===== config.mk =====
export PLATFORM = sky130hd
export DESIGN_NAME = edt_queue
export DESIGN_NICKNAME = d
export VERILOG_FILES = /design/src/hw/rtl/edt_pkg.sv /design/src/hw/rtl/edt_queue.sv
export SDC_FILE = /design/constraint.sdc
export NUM_CORES = 1
export LEC_CHECK = 0
export BUFFER_PORTS_ARGS = -buffer_cell sky130_fd_sc_hd__buf_2
export CORE_MARGIN = 3
export CORE_UTILIZATION = 47
export DETAILED_ROUTE_END_ITERATION = 12
export GPL_TIMING_DRIVEN = 1
export PLACE_DENSITY = 0.76
export SYNTH_ARGS = -nofsm -noshare
export SYNTH_HDL_FRONTEND = slang
export SYNTH_SLANG_ARGS = --single-unit

===== constraint.sdc =====
create_clock -name clock -period 4.9 [get_ports clock]
set_clock_uncertainty 0.05 [all_clocks]
set_input_delay 0.98 -clock clock [delete_from_list [all_inputs] [get_ports clock]]
set_output_delay 0.98 -clock clock [all_outputs]
set_load 0.02 [all_outputs]

===== src/hw/rtl/edt_pkg.sv =====
// ----------------------------------------------------------------------------
// edt_pkg
// Shared types and constants for the node distance block.
// ----------------------------------------------------------------------------
package edt_pkg;

   localparam int unsigned MAX_NODES_DEF = 1024;
   localparam int unsigned FRAC_BITS_DEF = 8;

   localparam int unsigned NODE_W  = 10;
   localparam int unsigned COORD_W = 32;
   localparam int unsigned COST_W  = 25;

   localparam logic [COST_W-1:0] COST_MAX = {COST_W{1'b1}};

   // opcode carried on req_tuser
   localparam logic OP_STORE = 1'b0;
   localparam logic OP_QUERY = 1'b1;

   localparam int unsigned QUEUE_DEPTH = 2;

   // request tdata: first_node, second_node, x_coord, y_coord
   localparam int unsigned REQ_DATA_W = 88;
   // response tdata: pair_first, pair_second, cost
   localparam int unsigned RSP_DATA_W = 48;

   // one query with its coordinates fetched
   typedef struct packed {
      logic [NODE_W-1:0]         pair_first;
      logic [NODE_W-1:0]         pair_second;
      logic signed [COORD_W-1:0] xa;
      logic signed [COORD_W-1:0] ya;
      logic signed [COORD_W-1:0] xb;
      logic signed [COORD_W-1:0] yb;
   } job_type;

endpackage


===== src/hw/rtl/edt_queue.sv =====
// ----------------------------------------------------------------------------
// edt_queue
// Short job queue between the fetch side and the distance unit.
// ----------------------------------------------------------------------------
module edt_queue (
   input  logic             clock,
   input  logic             reset,
   input  logic             push,
   input  edt_pkg::job_type push_job,
   input  logic             pop,
   output edt_pkg::job_type head_job,
   output logic             empty,
   output logic             full
);
   import edt_pkg::*;

   localparam int unsigned PW = (QUEUE_DEPTH > 1) ? $clog2(QUEUE_DEPTH) : 1;
   localparam int unsigned CW = $clog2(QUEUE_DEPTH + 1);

   job_type         slot_ff [QUEUE_DEPTH];
   logic [PW-1:0]   wr_ptr_ff;
   logic [PW-1:0]   rd_ptr_ff;
   logic [CW-1:0]   count_ff;
   logic            do_push;
   logic            do_pop;

   assign empty    = (count_ff == '0);
   assign full     = (count_ff == CW'(QUEUE_DEPTH));
   assign do_push  = push && !full;
   assign do_pop   = pop && !empty;
   assign head_job = slot_ff[rd_ptr_ff];

   always_ff @(posedge clock) begin
      if (do_push) begin
         slot_ff[wr_ptr_ff] <= push_job;
      end
   end

   always_ff @(posedge clock) begin
      if (reset) begin
         wr_ptr_ff <= '0;
         rd_ptr_ff <= '0;
         count_ff  <= '0;
      end else begin
         if (do_push) begin
            wr_ptr_ff <= (wr_ptr_ff == PW'(QUEUE_DEPTH - 1)) ? '0 : wr_ptr_ff + 1'b1;
         end
         if (do_pop) begin
            rd_ptr_ff <= (rd_ptr_ff == PW'(QUEUE_DEPTH - 1)) ? '0 : rd_ptr_ff + 1'b1;
         end
         if (do_push && !do_pop) begin
            count_ff <= count_ff + 1'b1;
         end else if (do_pop && !do_push) begin
            count_ff <= count_ff - 1'b1;
         end
      end
   end

endmodule


==> flow_summary.yaml <==
placement:
  gp_congestion: 0.775
  portBuffers: 301
  dp_hpwl_um: 13900
  postPlaceCellArea_mm2: 0.0128
  pre_cts_slack_ps: 1950
setup_path:
  worstPathArrival_ps: 2470
  path_class: "reg2out"
  startpoint_type: "register"
  critical_path.max_fanout: 51
  required_ps: 3870
  end_kind: "primary output"
cells_and_area:
  stdcell_area_mm2: 0.0137
  drive_gt1_share_pct: 60.6
  nFillCells: 1694
  nNetsFinal: 960
  area_growth_syn_to_layout_pct: 25.7
clock_tree:
  cts_tree: "built"
  cts_setup_buffers: 0
  htree_num_levels: 1
  hold_buffers: 0
  clkTransAtPathRegs_ps: 60
  cts-root-buf: "clkbuf_16"
  cts_buffers: 29
  clk_latency_ps: 530
  clk_path_buf_depth: 3
  cts_sinks: 301
  cts-resized-gates: 0
timing:
  tns_ps: 0
  slew_headroom_pct: 51.1
  setup_viol: 0
  timing.final.crit_period_ps: 3500
  finalHoldViolations: 0
  fmax_ghz: 0.286
  drv_slew: 0
  fin_ws_ps: 1400
  rsz0062_at_grt: "no"
  hold_ws_ps: 469
  worst_pin_slew_ps: 733
  post-route-period-util_pct: 71.4
detailed_routing:
  vias: 5597
  drc: 0
  ant_nets: 0
  viasPerCell: 4.89
  drtPass1Iterations: 4
  drt-initial-drc-count: 298
  wl_um: 20900
  drt-wirelength-per-cell_um: 18.3
outcome:
  status: "completed"
pwr:
  peakVddDrop_uv: 419
  power_density_mw_per_mm2: 549
  leakage_nw: 5.10
global_routing:
  grt_pass1_vias: 5646
  grt_util_all_layers_pct: 15.5
  grt_max_degree: 80
  grt_pass1_wl_um: 30200
  antenna_found_initial: 3
  overflow: 0
die:
  coreArea_mm2: 0.0228
  dieArea_mm2: 0.0251
  die_h_um: 159
  fp.dieW_um: 159
  io-pin-count: 302
  start_util_pct: 48.0
  rows: 55
synthesis:
  netlist_area_mm2: 0.0109
  yosys.area.top_type_share_pct: 81.3
  synth_cells: 485
  post_synth_main_area_contributors: "edfxtp_1 81%, mux2_2 15%, buf_6 1.2%, dfxtp_1 0.92%, xor2_1 0.24%"
  yosysSeqAreaShare_pct: 82.2
  synth_nets: 638
  synth-seq-cells: 301
  synth.avg_cell_area_um2: 22.5
  synth_top_cell_by_area: "edfxtp_1"
  synth_cell_type_count: 15
  yosysWarnings: 0
worst_hold_path:
  hold_path_class: "reg2reg"
run:
  cap_violations: 0
-- area by class of cell --
type	instances	area, um^2	share of cell area (%)
Timing Repair Buffer	307	1590	11.6
Tap cell	313	392	2.85
Multi-Input combinational cell	166	1780	12.9
Clock buffer	33	741	5.39
Antenna cell	1	2.50	0.0182
Clock inverter	21	240	1.75
Inverter	2	12.5	0.0910
Sequential cell	301	8990	65.4
-- Yosys cell counts --
library cell and instances:
o21ai_0 3, or3_1 2, nor2_1 5, xor2_1 3, edfxtp_1 296, a21oi_1 2, buf_4 2, ha_1 1
buf_6 12, nor2b_2 1, inv_1 2, buf_2 2, mux2_2 148, and2_1 1, dfxtp_1 5
-- flip-flops by register name, indices dropped and copies added (netlist names), named ones only --
signal / flops
wr_ptr_ff: 1
slot_ff: 296
count_ff: 2
rd_ptr_ff: 1
-- cell families after synthesis --
kind of cell,after synthesis,share of synthesized area [%]
compound gates,5,0.229
xor+xnor,3,0.240
fa+ha+maj,1,0.114
buf+inv,18,1.53
flops,301,82.2
mux,148,15.2
simple gates,9,0.423
-- layout by cell type (no fill, tap or decap) --
master / n
buf_12: 3
xor2_1: 3
clkinvlp_4: 4
clkbuf_16: 29
o21ai_0: 3
bufinv_16: 5
diode_2: 1
nor2b_2: 1
or3_1: 2
clkbuf_1: 4
edfxtp_1: 296
dfxtp_4: 1
inv_1: 1
mux2_2: 148
inv_6: 3
buf_2: 301
dfxtp_1: 4
ha_1: 1
buf_4: 3
nor2_1: 5
clkinv_1: 6
clkinv_2: 4
and2_4: 1
a21oi_1: 2
-- power by group --
group          switching, mW  internal [mW]
Combinational           1.17          0.773
Clock                  0.890           1.35
Sequential             0.139           3.23
-- worst paths after layout --
| check | from | endpoint | slack (ps) | depth (start not counted) |
|---|---|---|---|---|
| hold / removal | wr_ptr_ff | wr_ptr_ff | 470 | 2 |
| hold reg to reg | wr_ptr_ff | wr_ptr_ff | 470 | 2 |
| setup reg to reg | count_ff[0] | slot_ff[0][72] | 2620 | 4 |
| setup / recovery | register | head_job[97] | 1400 | 3 |
-- metal layers --
layer	global-route usage, %	vias up	wire (um)
li1	-	2581	-
met1	19.0	2733	8150
met2	26.6	233	10400
met3	4.73	46	1870
met4	4.63	4	503
met5	0	-	23
-- worst max-delay path, cell delays in order, from the launching register on --
cell     delay (ps)
dfxtp_4         820
buf_4           510
mux2_2          400
buf_2           160
-- metrics by stage --
step	util [%]	instances	power, mW
floorplan	-	485	4.81
global placement	56.0	1089	5.36
detailed placement	56.0	1089	5.39
CTS	60.3	1143	7.65
global route	60.4	1144	7.88
finish	60.4	1144	7.55
Power figures use the tool's default switching activity.
