$ cat src/hw/rtl/edt_pkg.sv
// ----------------------------------------------------------------------------
// edt_pkg
// Shared types and constants for the node distance block.
// ----------------------------------------------------------------------------
package edt_pkg;

   localparam int unsigned MAX_NODES_DEF = 1024;
   localparam int unsigned FRAC_BITS_DEF = 8;

   localparam int unsigned NODE_W  = 10;
   localparam int unsigned COORD_W = 32;
   localparam int unsigned COST_W  = 25;

   localparam logic [COST_W-1:0] COST_MAX = {COST_W{1'b1}};

   // opcode carried on req_tuser
   localparam logic OP_STORE = 1'b0;
   localparam logic OP_QUERY = 1'b1;

   localparam int unsigned QUEUE_DEPTH = 2;

   // request tdata: first_node, second_node, x_coord, y_coord
   localparam int unsigned REQ_DATA_W = 88;
   // response tdata: pair_first, pair_second, cost
   localparam int unsigned RSP_DATA_W = 48;

   // one query with its coordinates fetched
   typedef struct packed {
      logic [NODE_W-1:0]         pair_first;
      logic [NODE_W-1:0]         pair_second;
      logic signed [COORD_W-1:0] xa;
      logic signed [COORD_W-1:0] ya;
      logic signed [COORD_W-1:0] xb;
      logic signed [COORD_W-1:0] yb;
   } job_type;

endpackage

$ cat src/hw/rtl/edt_back.sv
// ----------------------------------------------------------------------------
// edt_back
// Distance unit: squares the differences on one shared multiplier, takes a
// bit-per-cycle square root of four times the sum and rounds half up.
// ----------------------------------------------------------------------------
module edt_back #(
   parameter int unsigned FRAC_BITS = edt_pkg::FRAC_BITS_DEF
) (
   input  logic                           clock,
   input  logic                           reset,
   input  logic                           q_empty,
   input  edt_pkg::job_type               q_head,
   output logic                           q_pop,
   output logic                           rsp_tvalid,
   input  logic                           rsp_tready,
   output logic [edt_pkg::RSP_DATA_W-1:0] rsp_tdata  // pair_first, pair_second, cost
);
   import edt_pkg::*;

   localparam logic [2:0] ST_IDLE = 3'd0;
   localparam logic [2:0] ST_SQX  = 3'd1;
   localparam logic [2:0] ST_SQY  = 3'd2;
   localparam logic [2:0] ST_ADD  = 3'd3;
   localparam logic [2:0] ST_ROOT = 3'd4;
   localparam logic [2:0] ST_DONE = 3'd5;

   localparam int unsigned ROOT_W = 34;
   localparam int unsigned RAD_W  = 2 * ROOT_W;
   localparam int unsigned REM_W  = ROOT_W + 3;

   logic [2:0]          state_ff;
   logic [2:0]          state_in;
   logic [5:0]          cnt_ff;
   logic                out_valid_ff;
   logic                slot_free;

   logic [NODE_W-1:0]   first_ff;
   logic [NODE_W-1:0]   second_ff;
   logic [31:0]         dx_ff;
   logic [31:0]         dy_ff;
   logic [63:0]         prod_ff;
   logic [63:0]         sqx_ff;
   logic [RAD_W-1:0]    rad_ff;
   logic [REM_W-1:0]    rem_ff;
   logic [ROOT_W-1:0]   root_ff;
   logic [NODE_W-1:0]   out_first_ff;
   logic [NODE_W-1:0]   out_second_ff;
   logic [COST_W-1:0]   out_cost_ff;

   logic signed [32:0]  dx_raw;
   logic signed [32:0]  dy_raw;
   logic [32:0]         dx_mag;
   logic [32:0]         dy_mag;
   logic [31:0]         mul_a;
   logic [65:0]         add_sum;
   logic [REM_W-1:0]    rem_sh;
   logic [REM_W-1:0]    trial;
   logic                take;
   logic [ROOT_W:0]     rnd_sum;
   logic [ROOT_W:0]     rnd;
   logic [COST_W-1:0]   cost;

   assign dx_raw = {q_head.xa[31], q_head.xa} - {q_head.xb[31], q_head.xb};
   assign dy_raw = {q_head.ya[31], q_head.ya} - {q_head.yb[31], q_head.yb};
   assign dx_mag = dx_raw[32] ? 33'(-dx_raw) : 33'(dx_raw);
   assign dy_mag = dy_raw[32] ? 33'(-dy_raw) : 33'(dy_raw);

   assign mul_a   = (state_ff == ST_SQX) ? dx_ff : dy_ff;
   assign add_sum = 66'(sqx_ff) + 66'(prod_ff);

   // restoring root, two radicand bits per step
   assign rem_sh = {rem_ff[REM_W-3:0], rad_ff[RAD_W-1 -: 2]};
   assign trial  = {1'b0, root_ff, 2'b01};
   assign take   = rem_sh >= trial;

   // root is floor(sqrt(4S)); half-up rounding of sqrt(S) / 2^F
   assign rnd_sum = {1'b0, root_ff} + ((ROOT_W + 1)'(1) << FRAC_BITS);
   assign rnd     = rnd_sum >> (FRAC_BITS + 1);
   assign cost    = (rnd > (ROOT_W + 1)'(COST_MAX)) ? COST_MAX : rnd[COST_W-1:0];

   assign slot_free = !out_valid_ff || rsp_tready;
   assign q_pop     = (state_ff == ST_IDLE) && !q_empty;

   always_comb begin
      state_in = state_ff;
      unique case (state_ff)
         ST_IDLE: if (!q_empty) state_in = ST_SQX;
         ST_SQX:  state_in = ST_SQY;
         ST_SQY:  state_in = ST_ADD;
         ST_ADD:  state_in = ST_ROOT;
         ST_ROOT: if (cnt_ff == 6'(ROOT_W - 1)) state_in = ST_DONE;
         ST_DONE: if (slot_free) state_in = ST_IDLE;
         default: state_in = ST_IDLE;
      endcase
   end

   always_ff @(posedge clock) begin
      if (q_pop) begin
         first_ff  <= q_head.pair_first;
         second_ff <= q_head.pair_second;
         dx_ff     <= dx_mag[31:0];
         dy_ff     <= dy_mag[31:0];
      end
      if ((state_ff == ST_SQX) || (state_ff == ST_SQY)) begin
         prod_ff <= 64'(mul_a) * 64'(mul_a);
      end
      if (state_ff == ST_SQY) begin
         sqx_ff <= prod_ff;
      end
      if (state_ff == ST_ADD) begin
         rad_ff  <= {add_sum, 2'b00};
         rem_ff  <= '0;
         root_ff <= '0;
      end
      if (state_ff == ST_ROOT) begin
         rad_ff  <= {rad_ff[RAD_W-3:0], 2'b00};
         rem_ff  <= take ? rem_sh - trial : rem_sh;
         root_ff <= {root_ff[ROOT_W-2:0], take};
      end
      if ((state_ff == ST_DONE) && slot_free) begin
         out_first_ff  <= first_ff;
         out_second_ff <= second_ff;
         out_cost_ff   <= cost;
      end
   end

   always_ff @(posedge clock) begin
      if (reset) begin
         state_ff     <= ST_IDLE;
         cnt_ff       <= '0;
         out_valid_ff <= 1'b0;
      end else begin
         state_ff <= state_in;
         if (state_ff == ST_ROOT) begin
            cnt_ff <= cnt_ff + 1'b1;
         end else begin
            cnt_ff <= '0;
         end
         if ((state_ff == ST_DONE) && slot_free) begin
            out_valid_ff <= 1'b1;
         end else if (rsp_tready) begin
            out_valid_ff <= 1'b0;
         end
      end
   end

   assign rsp_tvalid = out_valid_ff;
   assign rsp_tdata  = {3'b000, out_cost_ff, out_second_ff, out_first_ff};

endmodule

$ cat config.mk
export PLATFORM = sky130hd
export DESIGN_NAME = edt_back
export DESIGN_NICKNAME = d
export VERILOG_FILES = /design/src/hw/rtl/edt_pkg.sv /design/src/hw/rtl/edt_back.sv
export SDC_FILE = /design/constraint.sdc
export NUM_CORES = 2
export LEC_CHECK = 0
export ABC_AREA = 1
export BUFFER_PORTS_ARGS = -buffer_cell sky130_fd_sc_hd__clkbuf_2
export CORE_MARGIN = 4
export CORE_UTILIZATION = 55
export DETAILED_ROUTE_END_ITERATION = 10
export GPL_ROUTABILITY_DRIVEN = 0
export PLACE_DENSITY = 0.73
export SYNTH_ARGS = -nofsm -noshare
export SYNTH_HDL_FRONTEND = slang
export SYNTH_SLANG_ARGS = --single-unit
$ cat constraint.sdc
create_clock -name clock -period 14 [get_ports clock]
set_clock_uncertainty 0.2 [all_clocks]
set_input_delay 0.7 -clock clock [delete_from_list [all_inputs] [get_ports clock]]
set_output_delay 0.7 -clock clock [all_outputs]
set_load 0.01 [all_outputs]
==> results.sh <==
export IMPL_htree_levels=2
export IMPL_coreArea_um2=104000
export IMPL_synth_edf_count=390
export IMPL_ys_top_cells_by_area="fa_1, edfxtp_1, inv_1"
export IMPL_hold_buffers=0
export IMPL_crit_fanout=64
export IMPL_die_area_um2=110000
export IMPL_hold_path_class="primary input to register"
export IMPL_cts_tree="yes"
export IMPL_synth_seq_cells=400
export IMPL_ys_warn_count=0
export IMPL_min_period_ns=9.98
export IMPL_grt_max_degree=109
export IMPL_post_cts_setup_buffers=0
export IMPL_async_flop_share=0
export IMPL_ctsResizeCount=0
export IMPL_vias=46815
export IMPL_cts_root_buffer="clkbuf_16"
export IMPL_fill_cells=9289
export IMPL_grt_pass1_wl_um=249000
export IMPL_cp_arrival_ns=10.12
export IMPL_synth_top_area_frac=0.276
export IMPL_setup_viol=0
export IMPL_clock_latency_ns=0.62
export IMPL_synthTopCellsByCount="inv_1, nand2_1, nor2_1"
export IMPL_fmax_mhz=100
export IMPL_ys_seq_area_frac=0.206
export IMPL_placedCellCount=8626
export IMPL_place_ws_ns=4.18
export IMPL_critPathMaxStageDelay_ns=0.72
export IMPL_finalCritPeriodShare=0.713
export IMPL_worst_slew_pin_slew_ns=1.13
export IMPL_drv_slew=0
export IMPL_wl_um=154000
export IMPL_cts_made_buffers=45
export IMPL_setup_ws_ns=4.02
export IMPL_firstDrtPassIters=7
export IMPL_drtAntennaViolNets=0
export IMPL_cp_common_cell="fa_1"
export IMPL_cts_sinks=400
export IMPL_cp_required_ns=14.14
export IMPL_initial_core_util=0.557
export IMPL_critPathKind="register to register"
export IMPL_cp_slowest_cell="clkinv_1"
export IMPL_whs_ns=0.0627
export IMPL_maxCapViolCount=0
export IMPL_syn_cell_area_um2=57800
export IMPL_num_antenna_cells=0
export IMPL_finalHoldViolations=0
export IMPL_io_buffer_count=198
export IMPL_final_nets=8697
export IMPL_synth_most_common_cell="inv_1"
export IMPL_area_growth_syn_to_layout_pct=7.04
export IMPL_antenna_found_initial=0
export IMPL_cp_end_kind="register"
export IMPL_avgViaCountPerCell=5.38
export IMPL_syn_avg_cell_area_um2=8.13
export IMPL_drc_errors=0
export IMPL_chipWidth_um=332
export IMPL_ys_types=65
export IMPL_hpwl_um=125000
export IMPL_grt_usage=0.280
export IMPL_drive_gt1_frac=0.0734
export IMPL_rsz0062_at_grt="false"
export IMPL_cp_start_kind="register"
export IMPL_synth_cells=7113
export IMPL_gr_total_overflow=0
export IMPL_clk_pin_slew_ns=0.07
export IMPL_synth_flop_cell="edfxtp_1"
export IMPL_drtIter0Drc=3813
export IMPL_clockBufferDepth=3
export IMPL_netlist_top_cell_by_area="fa_1"
export IMPL_fin_cells=8707
export IMPL_grt_pass1_vias=47828
export IMPL_status="finished, final reports clean"
export IMPL_fp_row_count=118
export IMPL_slew_headroom=0.245
export IMPL_wire_per_inst_um=17.6
export IMPL_die_y_um=332
export IMPL_ios=202
export IMPL_tns_ns=0
-- path summary, 6_finish.rpt --
kind                              startpoint  depth (start not counted)  slack [ns]               end
worst max-delay path             state_ff[2]                         29        4.02       prod_ff[60]
worst min-delay path             q_head[131]                          1        0.06      second_ff[3]
worst max register to register   state_ff[2]                         29        4.02       prod_ff[60]
worst min register to register  second_ff[6]                          0        0.22  out_second_ff[6]
-- per-layer routing --
layer | track usage | vias up | routed length [µm]
met5 | 0 | - | 0
met4 | 0.0890 | 0 | 5870
met3 | 0.0569 | 421 | 13700
met2 | 0.463 | 1899 | 71200
met1 | 0.374 | 22433 | 63000
li1 | - | 22062 | -
-- layout by cell type (no fill, tap or decap), types with 7 or more instances in the layout --
master | synthesis | layout
edfxtp_1 | 390 | 390
nor2_2 | 26 | 26
or2_2 | 16 | 16
clkbuf_1 | 76 | 7
clkbuf_2 | 0 | 198
o21bai_1 | 33 | 33
a21boi_0 | 11 | 11
a31oi_1 | 52 | 52
dfxtp_1 | 10 | 10
nor2_1 | 808 | 805
inv_1 | 1736 | 1735
clkinv_2 | 1 | 11
clkbuf_16 | 0 | 45
o211ai_1 | 9 | 9
fa_1 | 797 | 797
nor4_1 | 15 | 14
nand2_1 | 1333 | 1332
xnor2_1 | 91 | 91
nand3_2 | 15 | 15
a21oi_1 | 276 | 276
and3_1 | 7 | 7
clkinv_1 | 11 | 19
o21ai_0 | 203 | 193
nand3_1 | 216 | 216
nand3b_1 | 22 | 22
o21ai_1 | 13 | 22
o21ai_2 | 23 | 23
nand2_2 | 57 | 58
o2111ai_1 | 7 | 7
nand4_1 | 40 | 40
a21o_1 | 39 | 39
o21a_1 | 9 | 9
a31o_2 | 8 | 8
buf_4 | 9 | 56
xor2_1 | 132 | 132
nor2_4 | 11 | 14
inv_2 | 32 | 32
ha_1 | 455 | 455
nor3_1 | 45 | 45
-- cells by family (layout without fill, tap and decap cells) --
| logic type | count (synthesis) | after routing | share of synthesized area |
|---|---|---|---|
| flops | 400 | 400 | 0.206 |
| fa+ha+maj | 1252 | 1252 | 0.374 |
| compound gates | 699 | 699 | 0.0695 |
| simple gates | 2633 | 2633 | 0.191 |
| buf+inv | 1903 | 2115 | 0.125 |
| other cells | 1 | 3 | 0.0000648 |
| xor+xnor | 225 | 225 | 0.0343 |
-- critical path, delay by kind of cell (launching register included) --
kind                     cells  cell delay (ns)
adder cells (fa/ha/maj)      9             4.49
XOR/XNOR                     1             0.17
AO/OA/AOI/OAI                2             0.51
buffers and inverters        8             2.20
flip-flops                   1             0.48
AND/OR/NAND/NOR              9             1.62
-- metrics by stage --
stage	cell area (µm²)	util
floorplan	57900	-
global placement	60500	0.582
detailed placement	60500	0.582
CTS	61900	0.596
global route	61900	0.596
finish	61900	0.596
-- sequential cells by signal (all words and copies together), names as in the netlist --
name / cells
dx_ff: 32
rsp_tvalid: 1
state_ff: 3
second_ff: 10
first_ff: 10
root_ff: 34
out_first_ff: 10
prod_ff: 63
rad_ff: 66
cnt_ff: 6
dy_ff: 32
sqx_ff: 63
rem_ff: 35
out_cost_ff: 25
out_second_ff: 10
-- area by class of cell --
cell class | count | area (µm²) | area share
Multi-Input combinational cell | 4812 | 38700 | 0.626
Tap cell | 1380 | 1730 | 0.0279
Inverter | 1780 | 6680 | 0.108
Clock buffer | 52 | 1150 | 0.0186
Clock inverter | 29 | 303 | 0.00489
Timing Repair Buffer | 254 | 1410 | 0.0228
Sequential cell | 400 | 11900 | 0.192
Power is not shown: default switching activity piles up to over one toggle a cycle in this logic, so the estimate is an artifact.
